===== src/rtl/plc_pkg.sv =====
// ============================================================================
// plc_pkg
// shared widths, register indexes and helpers for the level calibration block
// ============================================================================
package plc_pkg;

    // raw code width as seen at the ports and in the anchor registers
    localparam int RAW_W    = 28;
    // number of raw code bits actually used (8 to 32)
    localparam int RAW_BITS = 28;
    // working raw width: the used bits that the ports can carry
    localparam int RW       = (RAW_BITS < RAW_W) ? RAW_BITS : RAW_W;

    localparam int PCT_W    = 7;               // saturated percent, 0 to 100
    localparam int FRAC_W   = 8;               // Q7.8 fraction bits
    localparam int QW       = PCT_W + FRAC_W;  // result width, also quotient width
    localparam int XW       = RW + QW;         // dividend width
    localparam int CFG_W    = 32;
    localparam int IDX_W    = 3;
    localparam int NUM_ANCHORS = 4;

    localparam logic [7:0]       PCT_MAX   = 8'd100;
    localparam logic [CFG_W-1:0] PCT_RESET = 32'h6449_2900;

    // configuration register indexes
    localparam logic [IDX_W-1:0] CFG_RAW_0 = 3'd0;
    localparam logic [IDX_W-1:0] CFG_RAW_1 = 3'd1;
    localparam logic [IDX_W-1:0] CFG_RAW_2 = 3'd2;
    localparam logic [IDX_W-1:0] CFG_RAW_3 = 3'd3;
    localparam logic [IDX_W-1:0] CFG_PCT   = 3'd4;
    localparam logic [IDX_W-1:0] CFG_CAL   = 3'd5;

    typedef logic [RW-1:0]    raw_t;
    typedef logic [PCT_W-1:0] pct_t;
    typedef logic [QW-1:0]    q8_t;

    // per-request control that rides alongside the divider
    typedef struct packed {
        logic interp;   // result is base +/- quotient
        logic neg;      // falling percent across the segment
        logic uncal;    // block not calibrated
        q8_t  base;     // anchor percent in Q7.8 (or clamp value)
    } side_t;

    function automatic pct_t sat_pct(input logic [7:0] b);
        pct_t p;
        if (b > PCT_MAX)
        begin
            p = PCT_MAX[PCT_W-1:0];
        end
        else
        begin
            p = b[PCT_W-1:0];
        end
        return p;
    endfunction

endpackage


===== src/rtl/piecewise_linear_level_calibration.sv =====
// ============================================================================
// piecewise_linear_level_calibration
// raw level code to fill percent (Q7.8) over four calibration anchors
// ============================================================================
//
//  channel   direction  handshake                 payload
//  sample    in         sample_valid/sample_stall raw_code
//  level     out        level_valid/level_stall   percent_q8, uncalibrated
//  config    in         cfg_we                    cfg_index, cfg_data
//
//  one request per cycle while the level output is not stalled; a result reaches
//  the level port through 19 register stages
//  (segment compare, operand select, multiply, 15 divider stages, output)
//  the divider pipeline, one quotient bit per stage, sets the latency
//  a stalled output freezes the whole pipeline; one skid register takes the
//  request in flight, so sample_stall is a register output
//  reset is asynchronous, clears valid bits and loads the configuration reset
//  values; no clearing pass
//
module piecewise_linear_level_calibration (
    input  logic                          clk,
    input  logic                          rst_n,
    input  logic                          sample_valid,
    output logic                          sample_stall,
    input  logic [plc_pkg::RAW_W-1:0]     raw_code,
    output logic                          level_valid,
    input  logic                          level_stall,
    output logic [plc_pkg::QW-1:0]        percent_q8,
    output logic                          uncalibrated,
    input  logic                          cfg_we,
    input  logic [plc_pkg::IDX_W-1:0]     cfg_index,
    input  logic [plc_pkg::CFG_W-1:0]     cfg_data
);

    localparam int RW     = plc_pkg::RW;
    localparam int RAW_W  = plc_pkg::RAW_W;
    localparam int PCT_W  = plc_pkg::PCT_W;
    localparam int FRAC_W = plc_pkg::FRAC_W;
    localparam int NA     = plc_pkg::NUM_ANCHORS;

    // configuration
    logic [RAW_W-1:0]           raw_anchor_reg [NA];
    logic [plc_pkg::CFG_W-1:0]  pct_anchors_reg;
    logic                       calibrated_reg;

    always_ff @(posedge clk or negedge rst_n)
    begin
        if (!rst_n)
        begin
            for (int k = 0; k < NA; k++)
            begin
                raw_anchor_reg[k] <= '0;
            end
            pct_anchors_reg <= plc_pkg::PCT_RESET;
            calibrated_reg  <= 1'b0;
        end
        else if (cfg_we)
        begin
            unique case (cfg_index)
                plc_pkg::CFG_RAW_0: raw_anchor_reg[0] <= cfg_data[RAW_W-1:0];
                plc_pkg::CFG_RAW_1: raw_anchor_reg[1] <= cfg_data[RAW_W-1:0];
                plc_pkg::CFG_RAW_2: raw_anchor_reg[2] <= cfg_data[RAW_W-1:0];
                plc_pkg::CFG_RAW_3: raw_anchor_reg[3] <= cfg_data[RAW_W-1:0];
                plc_pkg::CFG_PCT:   pct_anchors_reg   <= cfg_data;
                plc_pkg::CFG_CAL:   calibrated_reg    <= cfg_data[0];
                default:            ;
            endcase
        end
    end

    plc_pkg::raw_t anchor [NA];
    plc_pkg::pct_t pct    [NA];

    always_comb
    begin
        for (int k = 0; k < NA; k++)
        begin
            anchor[k] = raw_anchor_reg[k][RW-1:0];
            pct[k]    = plc_pkg::sat_pct(pct_anchors_reg[8*k +: 8]);
        end
    end

    // pipeline advance and input skid
    logic          pipe_en;
    logic          skid_valid_reg;
    plc_pkg::raw_t skid_raw_reg;
    logic          src_valid;
    plc_pkg::raw_t src_raw;

    assign pipe_en      = !(level_valid && level_stall);
    assign sample_stall = skid_valid_reg;
    assign src_valid    = skid_valid_reg || sample_valid;
    assign src_raw      = skid_valid_reg ? skid_raw_reg : raw_code[RW-1:0];

    always_ff @(posedge clk or negedge rst_n)
    begin
        if (!rst_n)
        begin
            skid_valid_reg <= 1'b0;
        end
        else if (pipe_en)
        begin
            skid_valid_reg <= 1'b0;
        end
        else if (sample_valid && !skid_valid_reg)
        begin
            skid_valid_reg <= 1'b1;
        end
    end

    always_ff @(posedge clk)
    begin
        if (!pipe_en && !skid_valid_reg)
        begin
            skid_raw_reg <= raw_code[RW-1:0];
        end
    end

    // stage 1: segment bracket tests
    logic [NA-2:0] seg_ne;
    logic [NA-2:0] seg_rise;
    logic [NA-2:0] seg_hit;
    logic          s1_hit_next;
    logic [1:0]    s1_seg_next;
    logic          s1_first_next;

    always_comb
    begin
        for (int i = 0; i < NA - 1; i++)
        begin
            seg_ne[i]   = (anchor[i] != anchor[i+1]);
            seg_rise[i] = (anchor[i] < anchor[i+1]);
            seg_hit[i]  = seg_ne[i] &&
                          (seg_rise[i] ? (src_raw >= anchor[i] && src_raw <= anchor[i+1])
                                       : (src_raw <= anchor[i] && src_raw >= anchor[i+1]));
        end
        s1_hit_next = |seg_hit;
        priority if (seg_hit[0])
        begin
            s1_seg_next = 2'd0;
        end
        else if (seg_hit[1])
        begin
            s1_seg_next = 2'd1;
        end
        else
        begin
            s1_seg_next = 2'd2;
        end
        // out of range: pick the end that the overall polarity puts below or above
        if (anchor[0] < anchor[NA-1])
        begin
            s1_first_next = (src_raw < anchor[0]);
        end
        else
        begin
            s1_first_next = (src_raw > anchor[0]);
        end
    end

    logic          s1_valid_reg;
    plc_pkg::raw_t s1_raw_reg;
    logic          s1_hit_reg;
    logic [1:0]    s1_seg_reg;
    logic          s1_first_reg;
    logic          s1_uncal_reg;

    // stage 2: operand select
    plc_pkg::raw_t  r0;
    plc_pkg::raw_t  r1;
    plc_pkg::pct_t  p0;
    plc_pkg::pct_t  p1;
    plc_pkg::raw_t  s2_num_next;
    plc_pkg::raw_t  s2_den_next;
    plc_pkg::pct_t  s2_delta_next;
    plc_pkg::side_t s2_side_next;
    plc_pkg::pct_t  clamp_pct;

    always_comb
    begin
        unique case (s1_seg_reg)
            2'd0:
            begin
                r0 = anchor[0];
                r1 = anchor[1];
                p0 = pct[0];
                p1 = pct[1];
            end
            2'd1:
            begin
                r0 = anchor[1];
                r1 = anchor[2];
                p0 = pct[1];
                p1 = pct[2];
            end
            default:
            begin
                r0 = anchor[2];
                r1 = anchor[3];
                p0 = pct[2];
                p1 = pct[3];
            end
        endcase
        if (r0 < r1)
        begin
            s2_num_next = s1_raw_reg - r0;
            s2_den_next = r1 - r0;
        end
        else
        begin
            s2_num_next = r0 - s1_raw_reg;
            s2_den_next = r0 - r1;
        end
        s2_side_next.neg = (p1 < p0);
        s2_delta_next    = s2_side_next.neg ? (p0 - p1) : (p1 - p0);
        clamp_pct        = s1_first_reg ? pct[0] : pct[NA-1];
        s2_side_next.interp = s1_hit_reg;
        s2_side_next.uncal  = s1_uncal_reg;
        s2_side_next.base   = s1_hit_reg ? {p0, {FRAC_W{1'b0}}}
                                         : {clamp_pct, {FRAC_W{1'b0}}};
    end

    logic           s2_valid_reg;
    plc_pkg::raw_t  s2_num_reg;
    plc_pkg::raw_t  s2_den_reg;
    plc_pkg::pct_t  s2_delta_reg;
    plc_pkg::side_t s2_side_reg;

    // stage 3: numerator times percent span
    logic [RW+PCT_W-1:0]    prod;
    logic                   s3_valid_reg;
    logic [plc_pkg::XW-1:0] s3_x_reg;
    plc_pkg::raw_t          s3_den_reg;
    plc_pkg::side_t         s3_side_reg;

    assign prod = s2_num_reg * s2_delta_reg;

    always_ff @(posedge clk or negedge rst_n)
    begin
        if (!rst_n)
        begin
            s1_valid_reg <= 1'b0;
            s2_valid_reg <= 1'b0;
            s3_valid_reg <= 1'b0;
        end
        else if (pipe_en)
        begin
            s1_valid_reg <= src_valid;
            s2_valid_reg <= s1_valid_reg;
            s3_valid_reg <= s2_valid_reg;
        end
    end

    always_ff @(posedge clk)
    begin
        if (pipe_en)
        begin
            s1_raw_reg   <= src_raw;
            s1_hit_reg   <= s1_hit_next;
            s1_seg_reg   <= s1_seg_next;
            s1_first_reg <= s1_first_next;
            s1_uncal_reg <= !calibrated_reg;
            s2_num_reg   <= s2_num_next;
            s2_den_reg   <= s2_den_next;
            s2_delta_reg <= s2_delta_next;
            s2_side_reg  <= s2_side_next;
            s3_x_reg     <= {prod, {FRAC_W{1'b0}}};
            s3_den_reg   <= s2_den_reg;
            s3_side_reg  <= s2_side_reg;
        end
    end

    // divider
    logic           div_valid;
    plc_pkg::q8_t   div_q;
    plc_pkg::side_t div_side;

    plc_div u_div (
        .clk       (clk),
        .rst_n     (rst_n),
        .en        (pipe_en),
        .in_valid  (s3_valid_reg),
        .dividend  (s3_x_reg),
        .divisor   (s3_den_reg),
        .in_side   (s3_side_reg),
        .out_valid (div_valid),
        .quotient  (div_q),
        .out_side  (div_side)
    );

    // output stage
    plc_pkg::q8_t result_next;
    logic         level_valid_reg;
    plc_pkg::q8_t percent_reg;
    logic         uncal_reg;

    always_comb
    begin
        priority if (div_side.uncal)
        begin
            result_next = '0;
        end
        else if (!div_side.interp)
        begin
            result_next = div_side.base;
        end
        else if (div_side.neg)
        begin
            result_next = div_side.base - div_q;
        end
        else
        begin
            result_next = div_side.base + div_q;
        end
    end

    always_ff @(posedge clk or negedge rst_n)
    begin
        if (!rst_n)
        begin
            level_valid_reg <= 1'b0;
        end
        else if (pipe_en)
        begin
            level_valid_reg <= div_valid;
        end
    end

    always_ff @(posedge clk)
    begin
        if (pipe_en)
        begin
            percent_reg <= result_next;
            uncal_reg   <= div_side.uncal;
        end
    end

    assign level_valid  = level_valid_reg;
    assign percent_q8   = percent_reg;
    assign uncalibrated = uncal_reg;

    // checks
    a_uncal_zero: assert property (@(posedge clk) disable iff (!rst_n)
        level_valid && uncalibrated |-> percent_q8 == '0)
        else $error("uncalibrated result with nonzero percent");

    a_pct_range: assert property (@(posedge clk) disable iff (!rst_n)
        level_valid |-> percent_q8 <= 15'd25600)
        else $error("percent above one hundred");

    a_skid_fill: assert property (@(posedge clk) disable iff (!rst_n)
        $rose(sample_stall) |-> $past(sample_valid && level_valid && level_stall))
        else $error("skid filled without a stalled output");

    a_div_bound: assert property (@(posedge clk) disable iff (!rst_n)
        div_valid && div_side.interp && !div_side.uncal && !div_side.neg
        |-> {1'b0, div_side.base} + {1'b0, div_q} <= 16'd25600)
        else $error("interpolated value overshoots");

endmodule


===== src/rtl/plc_div.sv =====
// ============================================================================
// plc_div
// pipelined restoring divider, one quotient bit per stage
// ============================================================================
module plc_div (
    input  logic                 clk,
    input  logic                 rst_n,
    input  logic                 en,
    input  logic                 in_valid,
    input  logic [plc_pkg::XW-1:0] dividend,
    input  plc_pkg::raw_t        divisor,
    input  plc_pkg::side_t       in_side,
    output logic                 out_valid,
    output plc_pkg::q8_t         quotient,
    output plc_pkg::side_t       out_side
);

    localparam int QW = plc_pkg::QW;
    localparam int RW = plc_pkg::RW;

    logic                 v_reg    [QW];
    plc_pkg::raw_t        r_reg    [QW];
    plc_pkg::q8_t         x_reg    [QW];
    plc_pkg::q8_t         q_reg    [QW];
    plc_pkg::raw_t        den_reg  [QW];
    plc_pkg::side_t       side_reg [QW];

    logic                 st_v     [QW];
    plc_pkg::raw_t        st_r     [QW];
    plc_pkg::q8_t         st_x     [QW];
    plc_pkg::q8_t         st_q     [QW];
    plc_pkg::raw_t        st_den   [QW];
    plc_pkg::side_t       st_side  [QW];

    logic [RW:0]          trial    [QW];
    logic [RW:0]          diff     [QW];
    logic                 ge       [QW];

    plc_pkg::raw_t        r_next   [QW];
    plc_pkg::q8_t         x_next   [QW];
    plc_pkg::q8_t         q_next   [QW];

    // stage inputs: first stage from the ports, the rest from the previous stage
    always_comb
    begin
        st_v[0]    = in_valid;
        st_r[0]    = dividend[plc_pkg::XW-1:QW];
        st_x[0]    = dividend[QW-1:0];
        st_q[0]    = '0;
        st_den[0]  = divisor;
        st_side[0] = in_side;
        for (int s = 1; s < QW; s++)
        begin
            st_v[s]    = v_reg[s-1];
            st_r[s]    = r_reg[s-1];
            st_x[s]    = x_reg[s-1];
            st_q[s]    = q_reg[s-1];
            st_den[s]  = den_reg[s-1];
            st_side[s] = side_reg[s-1];
        end
    end

    // partial remainder stays below the divisor
    always_comb
    begin
        for (int s = 0; s < QW; s++)
        begin
            trial[s]  = {st_r[s], st_x[s][QW-1]};
            diff[s]   = trial[s] - {1'b0, st_den[s]};
            ge[s]     = (trial[s] >= {1'b0, st_den[s]});
            r_next[s] = ge[s] ? diff[s][RW-1:0] : trial[s][RW-1:0];
            x_next[s] = {st_x[s][QW-2:0], 1'b0};
            q_next[s] = {st_q[s][QW-2:0], ge[s]};
        end
    end

    always_ff @(posedge clk or negedge rst_n)
    begin
        if (!rst_n)
        begin
            for (int s = 0; s < QW; s++)
            begin
                v_reg[s] <= 1'b0;
            end
        end
        else if (en)
        begin
            for (int s = 0; s < QW; s++)
            begin
                v_reg[s] <= st_v[s];
            end
        end
    end

    always_ff @(posedge clk)
    begin
        if (en)
        begin
            for (int s = 0; s < QW; s++)
            begin
                r_reg[s]    <= r_next[s];
                x_reg[s]    <= x_next[s];
                q_reg[s]    <= q_next[s];
                den_reg[s]  <= st_den[s];
                side_reg[s] <= st_side[s];
            end
        end
    end

    assign out_valid = v_reg[QW-1];
    assign quotient  = q_reg[QW-1];
    assign out_side  = side_reg[QW-1];

endmodule


===== config.mk =====
export PLATFORM = sky130hd
export DESIGN_NAME = piecewise_linear_level_calibration
export DESIGN_NICKNAME = d
export VERILOG_FILES = /design/src/rtl/plc_pkg.sv /design/src/rtl/piecewise_linear_level_calibration.sv /design/src/rtl/plc_div.sv
export SDC_FILE = /design/constraint.sdc
export NUM_CORES = 2
export LEC_CHECK = 0
export BUFFER_PORTS_ARGS = -buffer_cell sky130_fd_sc_hd__clkbuf_2
export CORE_ASPECT_RATIO = 1.4
export CORE_MARGIN = 1
export CORE_UTILIZATION = 55
export CTS_CLUSTER_SIZE = 30
export DETAILED_ROUTE_END_ITERATION = 6
export PLACE_DENSITY = 0.82
export SLEW_MARGIN = 20
export SYNTH_ARGS = -nofsm -noshare
export SYNTH_HDL_FRONTEND = slang
export SYNTH_SLANG_ARGS = --single-unit

===== constraint.sdc =====
create_clock -name clk -period 69.6 [get_ports clk]
set_clock_uncertainty 0.15 [all_clocks]
set_input_delay 13.92 -clock clk [delete_from_list [all_inputs] [get_ports clk]]
set_output_delay 13.92 -clock clk [all_outputs]
set_load 0.005 [all_outputs]

==> impl_metrics.toml <==
[run_status]
run_status = "complete, but fails checks"
violations_in_the_final_reports = "design-rule violations"

[clocking]
postCtsHoldBufs = 0
clk_latency_ns = 0.82
tritoncts_num_sinks = 1463
clock-root-buffer = "sky130_fd_sc_hd__clkbuf_16"
reg_clk_slew_reported_paths_ns = 0.06
cts_buffers = 146
cts-resized-gates = 0
tritoncts = "yes"
cts.repair_timing.setup_buffer_count = 0
clock_tree.htree_level_count = 4
max-clock-path-buffers = 3

[synthesis]
synth_largest_type_area_fraction_pct = 43.4
seq_area_frac_synth_pct = 48.0
cells_taking_the_most_area_after_synthesis = "sky130_fd_sc_hd__edfxtp_1, sky130_fd_sc_hd__ha_1, sky130_fd_sc_hd__dfrtp_1"
post_synth_inst_count = 8201
syn_area_mm2 = 0.0898
syn-mean-instance-area_um2 = 11.0
synth_area_leader_cell = "sky130_fd_sc_hd__edfxtp_1"
synth_edf_count = 1298
ys_ff_latch = 1463
synth_async_sr_flop_share_pct = 11.3
synthFlopType = "sky130_fd_sc_hd__edfxtp_1"
synth.distinct_cells = 92
synth_warnings = 0
syn_nets = 9242

[global_route]
first_global_vias = 66300
grt_antenna_before_repair = 11
grt_pass1_wl_um = 364000
grt_start_max_net_pins = 154
overflow = 0
grt_use_total_pct = 28.9

[worst_setup_path]
crit-reg2reg-launch = "s2_delta_reg[4]"
end_kind = "register"
critPathRequiredTime_ns = 69.85
regToRegEndpoint = "s3_x_reg[41]"
setup.reg_to_reg.worst_slack_ns = 62.48
startpoint_type = "input pin"
path_class = "input pin to register"
arrival_time_at_the_worst_endpoint_ns = 18.97
crit_fanout = 87
cp-startpoint = "level_stall"
critical_path.endpoint = "u_div.den_reg[1][149]"
worst_r2r_path_depth = 18

[sta]
post-route-period-util_pct = 26.9
achievable-frequency_mhz = 53.4
rsz0062_at_grt = "no"
finalHoldViolCount = 0
maxSlewViolCount = 0
finalSetupViolCount = 0
fin_crit_ns = 18.71
tightest_slew_ns = 1.13
post_route_setup_tns_ns = 0
max_slew_margin_pct = 22.9

[drt]
drt_iter0_markers = 3784
route.final.wire_length_um = 239000
drt_pass1_iterations = 7
ant_nets = 0
route.vias.total = 63100
detail_route.vias_per_cell = 5.99
detail_route.drc_violations = 4
routed_wire_per_std_cell_um = 22.6

[die]
die_width_um = 344
die-height_um = 480
placement_rows = 175
initial_utilization_pct = 55.4
die_area_mm2 = 0.165
ioPinCount = 86
floorplan.core_area_mm2 = 0.162

[layout]
stdcell_area_mm2 = 0.0975
areaGrowthSynthToFinish_pct = 8.51
drive_above_1_share_pct = 7.93
most-common-layout-cells = "sky130_fd_sc_hd__edfxtp_1, sky130_fd_sc_hd__inv_1, sky130_fd_sc_hd__ha_1"
layout.cells.most_common = "sky130_fd_sc_hd__edfxtp_1"
number_of_fill_cells = 12700
final-instance-count-excl-fill = 10500
final_nets = 9341

[place]
place_congestion = 1.00
post-place-cells = 10300
port_buffers = 85
dpl.hpwl_um = 187000
dpl_cell_area_mm2 = 0.0927

[job]
maxCapViolCount = 0

[worst_hold_path]
hold_path_startpoint = "u_div.x_reg[0][25]"
worstHoldPathType = "register to register"
hold_path_depth = 0
==> final cells by class <==
class,instances,area [um2],area share [%]
Antenna cell,4,10.0,0.0103
Clock buffer,184,3870,3.97
Clock inverter,83,830,0.851
Inverter,906,3400,3.49
Multi-Input combinational cell,5641,42700,43.8
Sequential cell,1463,43100,44.2
Tap cell,2124,2660,2.73
Timing Repair Buffer,142,876,0.899
==> worst max-delay path: stages <==
cell                       delay, ns
sky130_fd_sc_hd__clkbuf_2       0.10
sky130_fd_sc_hd__nand2_4        0.53
sky130_fd_sc_hd__buf_4          0.71
sky130_fd_sc_hd__buf_4          0.73
sky130_fd_sc_hd__buf_4          0.88
sky130_fd_sc_hd__buf_4          0.97
sky130_fd_sc_hd__buf_4          0.83
==> layer usage <==
layer	GRT usage, %	routed length (um)	share of wire [%]	vias to the layer above
li1	-	-	-	29800
met1	24.4	74000	31	30600
met2	56.2	131000	55	1803
met3	4.02	7910	3.3	909
met4	27.1	25500	11	8
met5	0	49	0.021	-
==> cells in the mapped netlist, drive strengths merged (19+ instances only) <==
library cell / instances
nand3: 120
xor2: 170
fa: 149
nor2b: 88
inv: 906
nor4: 28
o21bai: 62
and2: 179
dfrtp: 156
and3: 48
mux2i: 100
nand2: 631
nor2: 420
a211oi: 58
edfxtp: 1298
o211ai: 40
o21ai: 567
a21boi: 32
or3: 38
nor3: 99
nand4: 106
a21oi: 504
a31oi: 59
o31a: 19
ha: 824
a21o: 265
o31ai: 52
o21a: 103
mux2: 263
nand2b: 85
clkbuf: 143
a211o: 25
xnor2: 242
buf: 48
==> cells by family after synthesis <==
family | after synthesis | synth area share, %
buf+inv | 1097 | 4.64
fa+ha+maj | 973 | 14.8
mux | 363 | 4.42
simple gates | 1919 | 10.3
xor+xnor | 412 | 4.02
compound gates | 1974 | 13.8
flops | 1463 | 48.0
==> through the flow <==
stage | util (%) | hold WS (ns) | setup slack, ns
CTS | 60.0 | 0.243 | 50.92
floorplan | - | 0.250 | 2.18
global placement | 57.1 | 0.250 | 50.23
finish | 60.1 | 0.243 | 50.89
global route | 60.1 | 0.254 | 50.54
detailed placement | 57.1 | 0.255 | 50.10
==> worst min path at each step <==
stage | slack (ns) | to
floorplan | 0.25 | s2_side_reg[15]
global route | 0.25 | u_div.x_reg[0][38]
detailed placement | 0.25 | s2_side_reg[15]
finish | 0.24 | u_div.x_reg[0][40]
CTS | 0.24 | u_div.x_reg[0][40]
global placement | 0.25 | u_div.x_reg[0][38]
Power is left out: the tool's default activity adds up to more than one toggle a clock period on the data nets, which glitch-free logic cannot reach.
